File: config.mk
export PLATFORM = sky130hd
export DESIGN_NAME = life_grid_generation_step_core_flat
export DESIGN_NICKNAME = d
export VERILOG_FILES = /design/src/rtl/lgs_pkg.sv /design/src/rtl/lgs_ifs.sv /design/src/rtl/life_grid_generation_step_core.sv /design/src/rtl/lgs_grid_mem.sv /design/src/rtl/lgs_row_rule.sv /design/src/flat_wrapper.sv
export SDC_FILE = /design/constraint.sdc
export NUM_CORES = 2
export LEC_CHECK = 0
export BUFFER_PORTS_ARGS = -buffer_cell sky130_fd_sc_hd__buf_2
export CAP_MARGIN = 40
export CORE_MARGIN = 3
export CORE_UTILIZATION = 70
export CTS_BUF_LIST = sky130_fd_sc_hd__clkbuf_4 sky130_fd_sc_hd__clkbuf_8
export DETAILED_ROUTE_END_ITERATION = 10
export PLACE_DENSITY = 0.85
export SYNTH_ARGS = -nofsm -noshare
export SYNTH_HDL_FRONTEND = slang
export SYNTH_SLANG_ARGS = --single-unit
File: constraint.sdc
create_clock -name clk -period 15.1 [get_ports clk]
set_clock_uncertainty 0.1 [all_clocks]
set_input_delay 0 -clock clk [delete_from_list [all_inputs] [get_ports clk]]
set_output_delay 0 -clock clk [all_outputs]
set_load 0.02 [all_outputs]
File: src/rtl/lgs_pkg.sv
// Shared types and constants for the life grid step core.
// No dependencies; used by the interfaces, the core, the row rule, the checker and the testbench.
`timescale 1ns / 1ps

package lgs_pkg;

  localparam int GRID_COLS_DEF = 32;
  localparam int GRID_ROWS_DEF = 32;

  localparam int OP_W    = 2;
  localparam int POS_W   = 5;
  localparam int DIM_W   = 6;
  localparam int ROW_W   = 32;
  localparam int CFG_IDX_W = 1;

  localparam logic [DIM_W-1:0] DIM_MIN   = 6'd3;
  localparam logic [DIM_W-1:0] DIM_RESET = 6'd32;

  localparam logic [3:0] BIRTH_COUNT   = 4'd3;
  localparam logic [3:0] SURVIVE_COUNT = 4'd2;

  typedef enum logic [OP_W-1:0] {
    OP_SET   = 2'd0,
    OP_CLEAR = 2'd1,
    OP_STEP  = 2'd2
  } op_t;

  typedef enum logic [CFG_IDX_W-1:0] {
    CFG_WIDTH  = 1'b0,
    CFG_HEIGHT = 1'b1
  } cfg_idx_t;

  typedef enum logic [1:0] {
    ST_IDLE,
    ST_EDIT,
    ST_FILL,
    ST_RUN
  } state_t;

endpackage

File: src/rtl/lgs_ifs.sv
// Valid/ready channel interfaces for edit/step items and row results.
// Depends on lgs_pkg for field widths.
`timescale 1ns / 1ps

interface lgs_in_if;
  logic                       valid;
  logic                       ready;
  logic [lgs_pkg::OP_W-1:0]   operation;
  logic [lgs_pkg::POS_W-1:0]  col;
  logic [lgs_pkg::POS_W-1:0]  row;

  modport source (output valid, operation, col, row, input ready);
  modport sink   (input valid, operation, col, row, output ready);
endinterface

interface lgs_out_if;
  logic                       valid;
  logic                       ready;
  logic [lgs_pkg::POS_W-1:0]  row_index;
  logic [lgs_pkg::ROW_W-1:0]  row_bits;
  logic                       last;

  modport source (output valid, row_index, row_bits, last, input ready);
  modport sink   (input valid, row_index, row_bits, last, output ready);
endinterface

File: src/rtl/life_grid_generation_step_core.sv
// Life grid step core: edit and generation-step items against a row store.
// Depends on lgs_pkg, lgs_ifs, lgs_grid_mem and lgs_row_rule.
//
//   port    dir  content
//   in_ch   in   operation, col, row
//   out_ch  out  row_index, row_bits, last
//   cfg_*   in   active_width (index 0), active_height (index 1)
//
// Edit: accept with row read, then modify/write/emit; a dropped edit ends at the accept.
// Step: accept, window fill, then one row per cycle, paced by the
// single read port of the row store; each row waits while the result is stalled.
// Reset clears the grid at once through per-row valid bits.
// A new item is taken once the last result is registered.
`timescale 1ns / 1ps

module life_grid_generation_step_core #(
  parameter int GRID_COLS = lgs_pkg::GRID_COLS_DEF,
  parameter int GRID_ROWS = lgs_pkg::GRID_ROWS_DEF
) (
  input  logic                            clk,
  input  logic                            rst_n,
  lgs_in_if.sink                          in_ch,
  lgs_out_if.source                       out_ch,
  input  logic                            cfg_we,
  input  logic [lgs_pkg::CFG_IDX_W-1:0]   cfg_index,
  input  logic [lgs_pkg::DIM_W-1:0]       cfg_wdata
);

  localparam int CW  = (GRID_COLS < 32) ? GRID_COLS : 32;
  localparam int RD  = (GRID_ROWS < 32) ? GRID_ROWS : 32;
  localparam int CWW = $clog2(CW);
  localparam int AW  = $clog2(RD);
  localparam int DW  = lgs_pkg::DIM_W;

  lgs_pkg::state_t   state_r, state_nxt;
  logic [DW-1:0]     width_r, height_r;
  logic [DW-1:0]     w_eff, h_eff;
  logic [CW-1:0]     act_m, inner_m, rule_m;
  logic [AW-1:0]     r_r, r_nxt;
  logic [CWW-1:0]    col_r, col_nxt;
  logic              set_r, set_nxt;
  logic [CW-1:0]     up_r, up_nxt, mid_r, mid_nxt;
  logic              out_valid_r, out_valid_nxt;
  logic [lgs_pkg::POS_W-1:0] out_row_r, out_row_nxt;
  logic [lgs_pkg::ROW_W-1:0] out_bits_r, out_bits_nxt;
  logic              out_last_r, out_last_nxt;
  logic              slot_free, load, in_rdy;
  logic              rd_en, wr_en;
  logic [AW-1:0]     rd_addr, wr_addr;
  logic [CW-1:0]     rd_data, wr_data, nrow, edit_row, bit_m;
  logic [DW-1:0]     r_ext;
  logic              row_inner, r_is_last;

  always_ff @(posedge clk) begin
    if (!rst_n) begin
      width_r  <= lgs_pkg::DIM_RESET;
      height_r <= lgs_pkg::DIM_RESET;
    end else if (cfg_we) begin
      unique case (lgs_pkg::cfg_idx_t'(cfg_index))
        lgs_pkg::CFG_WIDTH:  width_r  <= cfg_wdata;
        lgs_pkg::CFG_HEIGHT: height_r <= cfg_wdata;
        default: ;
      endcase
    end
  end

  always_comb begin
    if (width_r < lgs_pkg::DIM_MIN) begin
      w_eff = lgs_pkg::DIM_MIN;
    end else if (width_r > DW'(CW)) begin
      w_eff = DW'(CW);
    end else begin
      w_eff = width_r;
    end
    if (height_r < lgs_pkg::DIM_MIN) begin
      h_eff = lgs_pkg::DIM_MIN;
    end else if (height_r > DW'(RD)) begin
      h_eff = DW'(RD);
    end else begin
      h_eff = height_r;
    end
    for (int c = 0; c < CW; c++) begin
      act_m[c]   = DW'(c) < w_eff;
      inner_m[c] = (c >= 1) && (DW'(c + 1) < w_eff);
    end
  end

  assign r_ext     = DW'(r_r);
  assign r_is_last = (r_ext + DW'(1)) == h_eff;
  assign row_inner = (r_r != '0) && !r_is_last;
  assign rule_m    = inner_m & {CW{row_inner}};
  assign bit_m     = CW'(1) << col_r;
  assign edit_row  = set_r ? (rd_data | bit_m) : (rd_data & ~bit_m);
  assign slot_free = !out_valid_r || out_ch.ready;

  lgs_grid_mem #(
    .DEPTH (RD),
    .WIDTH (CW)
  ) u_mem (
    .clk     (clk),
    .rst_n   (rst_n),
    .wr_en   (wr_en),
    .wr_addr (wr_addr),
    .wr_data (wr_data),
    .rd_en   (rd_en),
    .rd_addr (rd_addr),
    .rd_data (rd_data)
  );

  lgs_row_rule #(
    .WIDTH (CW)
  ) u_rule (
    .up    (up_r),
    .mid   (mid_r),
    .dn    (rd_data),
    .inner (rule_m),
    .nxt   (nrow)
  );

  always_comb begin
    state_nxt    = state_r;
    in_rdy       = 1'b0;
    rd_en        = 1'b0;
    rd_addr      = '0;
    wr_en        = 1'b0;
    wr_addr      = r_r;
    wr_data      = (mid_r & ~act_m) | nrow;
    load         = 1'b0;
    out_row_nxt  = out_row_r;
    out_bits_nxt = out_bits_r;
    out_last_nxt = out_last_r;
    r_nxt        = r_r;
    col_nxt      = col_r;
    set_nxt      = set_r;
    up_nxt       = up_r;
    mid_nxt      = mid_r;
    unique case (state_r)
      lgs_pkg::ST_IDLE: begin
        in_rdy = 1'b1;
        if (in_ch.valid) begin
          unique case (lgs_pkg::op_t'(in_ch.operation)) inside
            lgs_pkg::OP_SET, lgs_pkg::OP_CLEAR: begin
              if ((DW'(in_ch.col) < w_eff) && (DW'(in_ch.row) < h_eff)) begin
                rd_en     = 1'b1;
                rd_addr   = in_ch.row[AW-1:0];
                r_nxt     = in_ch.row[AW-1:0];
                col_nxt   = in_ch.col[CWW-1:0];
                set_nxt   = lgs_pkg::op_t'(in_ch.operation) == lgs_pkg::OP_SET;
                state_nxt = lgs_pkg::ST_EDIT;
              end
            end
            lgs_pkg::OP_STEP: begin
              rd_en     = 1'b1;
              rd_addr   = '0;
              state_nxt = lgs_pkg::ST_FILL;
            end
            default: ;
          endcase
        end
      end
      lgs_pkg::ST_EDIT: begin
        if (slot_free) begin
          wr_en        = 1'b1;
          wr_data      = edit_row;
          load         = 1'b1;
          out_row_nxt  = lgs_pkg::POS_W'(r_r);
          out_bits_nxt = lgs_pkg::ROW_W'(edit_row & act_m);
          out_last_nxt = 1'b1;
          state_nxt    = lgs_pkg::ST_IDLE;
        end
      end
      lgs_pkg::ST_FILL: begin
        up_nxt    = '0;
        mid_nxt   = rd_data;
        r_nxt     = '0;
        rd_en     = 1'b1;
        rd_addr   = AW'(1);
        state_nxt = lgs_pkg::ST_RUN;
      end
      lgs_pkg::ST_RUN: begin
        if (slot_free) begin
          wr_en        = 1'b1;
          load         = 1'b1;
          out_row_nxt  = lgs_pkg::POS_W'(r_r);
          out_bits_nxt = lgs_pkg::ROW_W'(nrow);
          out_last_nxt = r_is_last;
          up_nxt       = mid_r;
          mid_nxt      = rd_data;
          r_nxt        = r_r + AW'(1);
          if ((r_ext + DW'(2)) < h_eff) begin
            rd_en   = 1'b1;
            rd_addr = AW'(r_ext + DW'(2));
          end
          if (r_is_last) begin
            state_nxt = lgs_pkg::ST_IDLE;
          end
        end
      end
      default: state_nxt = lgs_pkg::ST_IDLE;
    endcase
  end

  assign out_valid_nxt = load ? 1'b1 : (out_ch.ready ? 1'b0 : out_valid_r);

  always_ff @(posedge clk) begin
    if (!rst_n) begin
      state_r     <= lgs_pkg::ST_IDLE;
      out_valid_r <= 1'b0;
    end else begin
      state_r     <= state_nxt;
      out_valid_r <= out_valid_nxt;
    end
  end

  always_ff @(posedge clk) begin
    r_r        <= r_nxt;
    col_r      <= col_nxt;
    set_r      <= set_nxt;
    up_r       <= up_nxt;
    mid_r      <= mid_nxt;
    out_row_r  <= out_row_nxt;
    out_bits_r <= out_bits_nxt;
    out_last_r <= out_last_nxt;
  end

  assign in_ch.ready      = in_rdy;
  assign out_ch.valid     = out_valid_r;
  assign out_ch.row_index = out_row_r;
  assign out_ch.row_bits  = out_bits_r;
  assign out_ch.last      = out_last_r;

endmodule

File: src/rtl/lgs_grid_mem.sv
// Grid row store: one write and one registered read port, per-row valid
// bits so that reset clears the grid at once. Depends on nothing.
`timescale 1ns / 1ps

module lgs_grid_mem #(
  parameter int DEPTH = 32,
  parameter int WIDTH = 32
) (
  input  logic                     clk,
  input  logic                     rst_n,
  input  logic                     wr_en,
  input  logic [$clog2(DEPTH)-1:0] wr_addr,
  input  logic [WIDTH-1:0]         wr_data,
  input  logic                     rd_en,
  input  logic [$clog2(DEPTH)-1:0] rd_addr,
  output logic [WIDTH-1:0]         rd_data
);

  logic [WIDTH-1:0] mem [DEPTH];
  logic [DEPTH-1:0] vld_r;
  logic [WIDTH-1:0] rd_q_r;
  logic             rd_vld_r;

  always_ff @(posedge clk) begin
    if (wr_en) begin
      mem[wr_addr] <= wr_data;
    end
    if (rd_en) begin
      rd_q_r <= mem[rd_addr];
    end
  end

  always_ff @(posedge clk) begin
    if (!rst_n) begin
      vld_r    <= '0;
      rd_vld_r <= 1'b0;
    end else begin
      if (rd_en) begin
        rd_vld_r <= vld_r[rd_addr];
      end
      if (wr_en) begin
        vld_r[wr_addr] <= 1'b1;
      end
    end
  end

  assign rd_data = rd_vld_r ? rd_q_r : '0;

endmodule

File: src/rtl/lgs_row_rule.sv
// B3/S23 rule across one row, from the old rows above, at and below.
// Depends on lgs_pkg for the birth and survival counts.
`timescale 1ns / 1ps

module lgs_row_rule #(
  parameter int WIDTH = 32
) (
  input  logic [WIDTH-1:0] up,
  input  logic [WIDTH-1:0] mid,
  input  logic [WIDTH-1:0] dn,
  input  logic [WIDTH-1:0] inner,
  output logic [WIDTH-1:0] nxt
);

  logic [WIDTH-1:0] upl, upr, midl, midr, dnl, dnr;
  logic [3:0]       cnt [WIDTH];

  assign upl  = up  << 1;
  assign upr  = up  >> 1;
  assign midl = mid << 1;
  assign midr = mid >> 1;
  assign dnl  = dn  << 1;
  assign dnr  = dn  >> 1;

  always_comb begin
    for (int c = 0; c < WIDTH; c++) begin
      cnt[c] = 4'(upl[c]) + 4'(up[c]) + 4'(upr[c]) + 4'(midl[c]) + 4'(midr[c])
             + 4'(dnl[c]) + 4'(dn[c]) + 4'(dnr[c]);
      nxt[c] = inner[c] && ((cnt[c] == lgs_pkg::BIRTH_COUNT) ||
               (mid[c] && (cnt[c] == lgs_pkg::SURVIVE_COUNT)));
    end
  end

endmodule

File: src/flat_wrapper.sv
// flat-port wrapper written by rule: the top's interface ports become plain ports
module life_grid_generation_step_core_flat 
#(
  parameter int GRID_COLS = lgs_pkg::GRID_COLS_DEF,
  parameter int GRID_ROWS = lgs_pkg::GRID_ROWS_DEF
)
  (clk, rst_n, cfg_we, cfg_index, cfg_wdata, in_ch_valid, in_ch_operation, in_ch_col, in_ch_row, in_ch_ready, out_ch_valid, out_ch_row_index, out_ch_row_bits, out_ch_last, out_ch_ready);
  lgs_in_if in_ch_i ();
  lgs_out_if out_ch_i ();
  input  logic clk;
  input  logic rst_n;
  input  logic cfg_we;
  input  logic [lgs_pkg::CFG_IDX_W-1:0] cfg_index;
  input  logic [lgs_pkg::DIM_W-1:0] cfg_wdata;
  input wire logic [$bits(in_ch_i.valid)-1:0] in_ch_valid;
  input wire logic [$bits(in_ch_i.operation)-1:0] in_ch_operation;
  input wire logic [$bits(in_ch_i.col)-1:0] in_ch_col;
  input wire logic [$bits(in_ch_i.row)-1:0] in_ch_row;
  output wire logic [$bits(in_ch_i.ready)-1:0] in_ch_ready;
  output wire logic [$bits(out_ch_i.valid)-1:0] out_ch_valid;
  output wire logic [$bits(out_ch_i.row_index)-1:0] out_ch_row_index;
  output wire logic [$bits(out_ch_i.row_bits)-1:0] out_ch_row_bits;
  output wire logic [$bits(out_ch_i.last)-1:0] out_ch_last;
  input wire logic [$bits(out_ch_i.ready)-1:0] out_ch_ready;
  assign in_ch_i.valid = in_ch_valid;
  assign in_ch_i.operation = in_ch_operation;
  assign in_ch_i.col = in_ch_col;
  assign in_ch_i.row = in_ch_row;
  assign in_ch_ready = in_ch_i.ready;
  assign out_ch_valid = out_ch_i.valid;
  assign out_ch_row_index = out_ch_i.row_index;
  assign out_ch_row_bits = out_ch_i.row_bits;
  assign out_ch_last = out_ch_i.last;
  assign out_ch_i.ready = out_ch_ready;
  life_grid_generation_step_core #(.GRID_COLS(GRID_COLS), .GRID_ROWS(GRID_ROWS)) u_core (.clk(clk), .rst_n(rst_n), .in_ch(in_ch_i), .out_ch(out_ch_i), .cfg_we(cfg_we), .cfg_index(cfg_index), .cfg_wdata(cfg_wdata));
endmodule
* Word-level counts from Yosys, hierarchy flattened *
Memories as Yosys holds them, arrays and structs flattened. A register that Yosys moved wholly into a read port is not among the register bits.
Index checks and enable logic that the tools add are counted.

cells by class
  bitwise gates (word level) = 10
  equality and inequality tests = 78
  order comparisons = 43
  shifts and indexed selects = 1
  add/subtract/negate cells = 220
  multiplexer cells = 53
  reduce and logical (&&, ||, !) cells = 119

operator list
  kind                                                                   number
  4-bit by 1-bit adder with 4-bit output                                 124
  4-bit by 2-bit equality test with 1-bit output, second input constant  64
  32-bit two-way mux                                                     8
  32-bit one-hot mux with 2 select lines                                 3
  32-bit AND                                                             4
  3-bit by 1-bit adder with 4-bit output                                 31
  5-bit by 6-bit < comparator with 1-bit output, first input constant    16
  32-bit bitwise OR                                                      3
  2-bit by 1-bit adder with 3-bit output                                 31
  1-bit logical AND                                                      67
  32-bit NOT                                                             2
  1-bit by 1-bit adder with 2-bit output                                 31
  4-bit by 6-bit < comparator with 1-bit output, first input constant    8
  5-bit two-way mux                                                      9
  1-bit logical OR                                                       33
  1-bit by 5-bit << shifter with 32-bit output, first input constant     1
  5-bit one-hot mux with 3 select lines                                  2
  3-bit by 6-bit < comparator with 1-bit output, first input constant    4
  6-bit two-way mux                                                      4
  1-bit two-way mux                                                      15
  6-bit greater-than comparator, second input constant                   2
  1-bit by 6-bit < comparator with 1-bit output, first input constant    2
  2-bit by 6-bit < comparator with 1-bit output, first input constant    2
  5-bit by 6-bit < comparator with 1-bit output                          2
  33 further kinds                                                       56

storage, ports and cells
  register bits = 161
  memories = 1
  RAM bits = 1024
  logic and storage cells = 539

memory list
  memory            words  bits a word  read ports  clocked after Yosys merged registers in  write ports  line                text
  u_core.u_mem.mem  32     32           1           1                                        1            lgs_grid_mem.sv:19  logic [WIDTH-1:0] mem [DEPTH];

* Longest topological paths before layout *
  depth after elaboration = 14
  mapped depth = 19
  gate-level depth less buffers = 15

* By module *
A second synthesis with hierarchy kept.

unflattened totals
  cell total of the unflattened synthesis = 2930
  area, all modules = 53636.4 sq um

by module, submodules not included
  module                          instances  area an instance (sq um)  cells each  sequential area each (sq um)
  lgs_grid_mem                    1          41304.6                   1678        32371.0
  life_grid_generation_step_core  1          6990.5                    665         3693.5
  lgs_row_rule                    1          5341.4                    587         0.0

* Worst setup path before layout *
No wires, ideal clock.

  path kind = flip-flop to flip-flop
  from = register u_core.state_r[1]
  to = register u_core.r_r[0], enable pin
  setup time = 321 ps
  cell stages (with the launch flop) = 4
  path buffers = 1
  data required time = 14679 ps
  slack = 8942 ps
  period minus slack after synthesis = 6158 ps
  data arrival time = 5737 ps
  cells stage by stage = dfxtp_1 clkbuf_1 a21boi_0 a21o_1

on the way
  cells in the longest elaborated chain, start to end = 3
  elaborated cells between the ends (all ways) = 9
  classes of those cells = eq/ne: 6; reduce/logical: 3

RTL lines
  element                                                                            line                                   text
  start: declaration                                                                 life_grid_generation_step_core.sv:35   lgs_pkg::state_t state_r, state_nxt;
  start signal: assignment                                                           life_grid_generation_step_core.sv:207  state_r <= lgs_pkg::ST_IDLE;
  start signal: assignment                                                           life_grid_generation_step_core.sv:210  state_r <= state_nxt;
  2-bit equality test or 2-bit zero test (tied branches)                             life_grid_generation_step_core.sv:137  unique case (state_r)
  2-bit by 1-bit != test with 1-bit output (no source line) (tied with other cells)  --
  5-bit AND reduction (no source line) *                                             --
  end signal: assignment                                                             life_grid_generation_step_core.sv:216  r_r <= r_nxt;
  end: declaration                                                                   life_grid_generation_step_core.sv:39   logic [AW-1:0] r_r, r_nxt;

Mark *: on every way between the ends. The rest lies on a longest branch, timed or not.
A chain may end at the register's enable or synchronous reset.

* Final worst setup path *
  from = register u_core.width_r[5]
  to = register u_core.u_mem.rd_q_r[1] (read register of u_core.u_mem.mem) (data pin)

on the way
  cells in the longest elaborated chain, start to end = 9
  elaborated cells between the ends (all ways) = 14
  classes of those cells = order compare: 3; mux: 10; reduce/logical: 1

RTL lines
  element                                                                                         line                                   text
  start: declaration                                                                              life_grid_generation_step_core.sv:36   logic [DW-1:0] width_r, height_r;
  start signal: assignment                                                                        life_grid_generation_step_core.sv:56   width_r <= lgs_pkg::DIM_RESET;
  start signal: assignment                                                                        life_grid_generation_step_core.sv:60   lgs_pkg::CFG_WIDTH: width_r <= cfg_wdata;
  6-bit greater-than comparator                                                                   life_grid_generation_step_core.sv:70   end else if (width_r > DW'(CW)) begin
  6-bit two-way mux                                                                               life_grid_generation_step_core.sv:70
  6-bit two-way mux *                                                                             life_grid_generation_step_core.sv:68   if (width_r < lgs_pkg::DIM_MIN) begin
  5-bit by 6-bit < comparator with 1-bit output *                                                 life_grid_generation_step_core.sv:143  if ((DW'(in_ch.col) < w_eff) && (DW'(in_ch.row) < h_eff)) begin
  1-bit logical AND *                                                                             life_grid_generation_step_core.sv:143
  1-bit two-way mux or 5-bit two-way mux (tied branches)                                          life_grid_generation_step_core.sv:143
  1-bit one-hot mux with 2 select lines or 5-bit two-way mux (tied branches)                      life_grid_generation_step_core.sv:141  unique case (lgs_pkg::op_t'(in_ch.operation)) inside
  1-bit two-way mux or 5-bit two-way mux (tied branches)                                          life_grid_generation_step_core.sv:140  if (in_ch.valid) begin
  1-bit one-hot mux with 3 select lines or 5-bit one-hot mux with 3 select lines (tied branches)  life_grid_generation_step_core.sv:137
  end: declaration                                                                                lgs_grid_mem.sv:21                     logic [WIDTH-1:0] rd_q_r;

Marks and branches as above.

==> results by group <==
Final layout
  • Fill cells: around 4000
  • Layout cells sized above 1: about an eighth
  • Synthesis-to-finish area growth: 11.0%
  • FF/Latch Area: 0.0361 mm2
  • # nets final: about 4600
  • Footprint of the multi-input gates: ~0.017 mm2
  • Fin util: between 70% and 80%

Floorplanning
  • I/O pin cnt: 64
  • Site row count: ~100
  • Chip Width: between 200 and 300 um
  • Chip height: 286 um
  • Die area: just over 0.08 mm2
  • Initial Util: 71.4%
  • Core ar.: between 0.07 and 0.08 mm2

STA
  • Count of final max-slew check failures: 0
  • Slew Limit Headroom: a little over a quarter
  • FMAX: around 0.16 GHz
  • Min Tclk post-route: about 6000 ps
  • Setup_tns: 0 ps
  • Fin crit share: approximately two fifths
  • Final Hold Vio Count: 0
  • RSZ-0062 raised after global routing: false
  • Worst-margin pin slew: around 1100 ps
  • # setup viols final: 0

Power and ir drop
  • PD cells: 128 mW/mm2
  • Switching Share: between 20 and 30%
  • Sw power: around 2.1 mW
  • LEAKAGE: between 20 and 25 nW
  • Sequential Power Share: between 50% and 60%
  • Cell Int Power: between 5 and 6 mW
  • Worst VDD drop: roughly 0.11 mV
  • Comb power frac: about 14%
  • Clock Power Share: roughly a third

Clock network
  • CTS buffer count: about 180
  • Bufs on Longest Clock Path: 3
  • CTS tree: yes
  • Worst-path clk slew: 60 ps
  • Clock root buffer master: clkbuf_8
  • Post-CTS Setup Inserts: 0
  • H-tree lvl count: 4
  • Later-pin clock latency in the skew report: around 870 ps
  • CTS sink cnt: ~1200

Placed design
  • Placer Congestion: between 0.9 and 1
  • HPWL Detailed: ~83 mm
  • Port Buffers: 63

Worst setup path
  • WP data required: around 16000 ps
  • Max Fanout on Critical Path: 33
  • Crit. End Element: register
  • Crit start category: register
  • Critical Path AT: around 6600 ps
  • Crit Path Category: reg2reg

Logic synthesis
  • Area contributors post-synth: edfxtp_1 64%, nand2_1 4.7%, fa_1 4.4%
  • Yosys warning total: 0
  • Mapped Nets: approximately 4500
  • Post-Syn Area: 0.0548 mm2
  • Synth Instances: ~4200
  • Post-synthesis sequential area ratio: approximately two thirds
  • Number of synthesized flops with an enable pin: between 1000 and 1500
  • Post-synth ARST share: 0%
  • #FFs+latches synth: approximately 1200
  • Distinct cells, synth: 70
  • Avg Inst Size Synth: approximately 13 um2
  • Synth Flop Type: edfxtp_1
  • Leading area contributor after synthesis: edfxtp_1
  • Top cell type's share of synthesized area: between 60% and 70%

Global routing
  • Total gr overflow: 0
  • Initial antenna violation count: 7
  • Pin count of the biggest net entering global routing: between 200 and 250
  • Vias in the first global route: about 38000
  • First-pass GRT wire length: ~230 mm
  • Global Route Usage Sum: between 30% and 40%

Run status
  • Status: complete, no violations

Detailed routing
  • Vias: about 39000
  • Wire length per cell: around 28 um
  • Residual DRC: 0
  • Drt first pass iters: 9
  • Vias per cell: 6.99
  • Post-route ant nets: 0
  • Initial drt markers: slightly below 6000
  • Drt total wl: between 150 and 200 mm

Job
  • Max_cap viols: 0

Worst hold path
  • Hold Path Class: in2reg
## state kept, by name (all words and copies together) (netlist names), 5 cells and up
name / cells
u_core.out_ch.row_index: 5
u_core.u_mem.vld_r: 32
u_core.col_r: 5
u_core.mid_r: 32
u_core.r_r: 5
u_core.height_r: 6
u_core.u_mem.rd_q_r: 32
u_core.width_r: 6
u_core.up_r: 32
u_core.out_ch.row_bits: 32
u_core.u_mem.mem: 1024
## cells in the final DEF (no fill, tap or decap), types with 11 or more instances in the layout
master | Yosys | routed
edfxtp_1 | 1169 | 1169
nand2_1 | 679 | 677
a211oi_1 | 243 | 243
and3_1 | 244 | 241
nand3_1 | 235 | 235
inv_1 | 219 | 219
clkbuf_8 | 0 | 187
a31oi_1 | 126 | 126
fa_1 | 120 | 120
ha_1 | 109 | 109
o21ai_0 | 110 | 108
buf_4 | 19 | 94
a21oi_1 | 99 | 72
buf_2 | 63 | 66
nor2_1 | 94 | 55
dlygate4sd3_1 | 0 | 55
clkbuf_4 | 0 | 53
dfxtp_1 | 48 | 48
clkinv_1 | 0 | 46
a31o_1 | 45 | 45
o21a_1 | 41 | 41
nor2_4 | 0 | 38
a22oi_1 | 36 | 36
a311oi_1 | 34 | 34
a22o_1 | 34 | 34
clkinv_2 | 0 | 27
a21oi_2 | 0 | 25
or3_1 | 25 | 23
mux2i_1 | 24 | 22
a31o_2 | 21 | 21
o31ai_1 | 17 | 17
o21ai_1 | 15 | 14
nor2b_1 | 14 | 14
and2_1 | 16 | 14
o211ai_1 | 14 | 14
nand2b_1 | 13 | 13
nor3_1 | 11 | 11
## area by class of cell
class | count | area share [%]
clock buffer | 240 | 4.89
antenna | 4 | 0.0165
tap | 1030 | 2.12
sequential | 1217 | 59.3
multi-input combinational | 2513 | 28.1
timing repair buffer | 232 | 3.15
clock inverter | 92 | 1.04
inverter | 219 | 1.35
## routing by layer
| layer | share of wire (%) | GRT usage (%) | wire length (um) |
|---|---|---|---|
| met3 | 14 | 9.74 | 22500 |
| met2 | 45 | 58.2 | 70900 |
| met4 | 7.5 | 24.7 | 11700 |
| met5 | 0.034 | 0 | 54 |
| met1 | 33 | 49.8 | 51700 |
## worst paths after layout
path | start | to | slack, ps | cells past startpoint
worst min register to register | u_core.u_mem.vld_r[29] | u_core.u_mem.vld_r[29] | 360 | 1
worst min-delay path | in_ch_row[3] | u_core.r_r[3] | 70 | 4
worst max-delay path | u_core.width_r[5] | u_core.u_mem.rd_q_r[1] | 8950 | 16
worst max register to register | u_core.width_r[5] | u_core.u_mem.rd_q_r[1] | 8950 | 16
## what timing repair did
item,in CTS,in global routing
endpoints found under the setup margin,0,0
endpoints found under the hold margin,87,0
hold buffers,55,0
gates resized for setup,0,0
## cells in the mapped netlist, types with 11 or more instances
| cell type | instances |
|---|---|
| clkbuf_1 | 185 |
| a31o_1 | 45 |
| buf_2 | 63 |
| nor2_1 | 94 |
| o21a_1 | 41 |
| o21ai_0 | 110 |
| or3_1 | 25 |
| o21ai_1 | 15 |
| and3_1 | 244 |
| a211oi_1 | 243 |
| nand2b_1 | 13 |
| a311oi_1 | 34 |
| nor2b_1 | 14 |
| mux2i_1 | 24 |
| a22oi_1 | 36 |
| o211ai_1 | 14 |
| edfxtp_1 | 1169 |
| buf_4 | 19 |
| a21oi_1 | 99 |
| a31o_2 | 21 |
| a22o_1 | 34 |
| nand2_1 | 679 |
| nand3_1 | 235 |
| inv_1 | 219 |
| ha_1 | 109 |
| fa_1 | 120 |
| nor3_1 | 11 |
| dfxtp_1 | 48 |
| and2_1 | 16 |
| o31ai_1 | 17 |
| a31oi_1 | 126 |
## power by group through the flow
stage | sequential, mW | combinational [mW] | clock (mW)
final | 4.04 | 1.05 | 2.68
after global routing | 4.04 | 1.13 | 2.83
after CTS | 4.03 | 1.02 | 2.68
after detailed placement | 4.10 | 0.994 | 0
after global placement | 4.10 | 0.927 | 0
after floorplan | 4.10 | 0.601 | 0
## worst max-delay path, cell delays in order (launching register included)
cell      delay (ps)
dfxtp_1          610
or2_2            540
nor2_1           290
a21oi_1          140
ha_1             220
nor3_2           170
o21ai_1          110
a211o_1          380
nor4_4           720
a22oi_1          140
buf_4            250
nor2_4           100
buf_4            600
nand2_1          490
buf_4            470
o21ai_0          360
a311oi_1         140
## per-stage QoR
| step | hold WS (ps) | std cells | power (mW) | area [um2] | setup slack [ps] |
|---|---|---|---|---|---|
| after global placement | 119 | 5138 | 5.03 | 56400 | 9160 |
| after detailed placement | 121 | 5155 | 5.10 | 56600 | 9270 |
| after floorplan | -1.13 | 4232 | 4.70 | 54800 | 8940 |
| after CTS | 6.22 | 5542 | 7.73 | 60800 | 9230 |
| after global routing | 59.7 | 5544 | 7.99 | 60800 | 8850 |
| final | 65.6 | 5547 | 7.77 | 60800 | 8950 |
## logic make-up (layout without fill, tap and decap cells)
group           Yosys count  after routing  share of synthesized area [%]
xor+xnor                  9              9                          0.169
other cells               0              4                              0
fa+ha+maj               229            229                           6.87
flops                  1217           1217                           65.8
buf+inv                 502            783                           3.83
simple gates           1380           1380                           11.8
mux                      24             24                          0.438
compound gates          871            871                           11.0
Note: power is estimated with default switching activity, not from simulation.
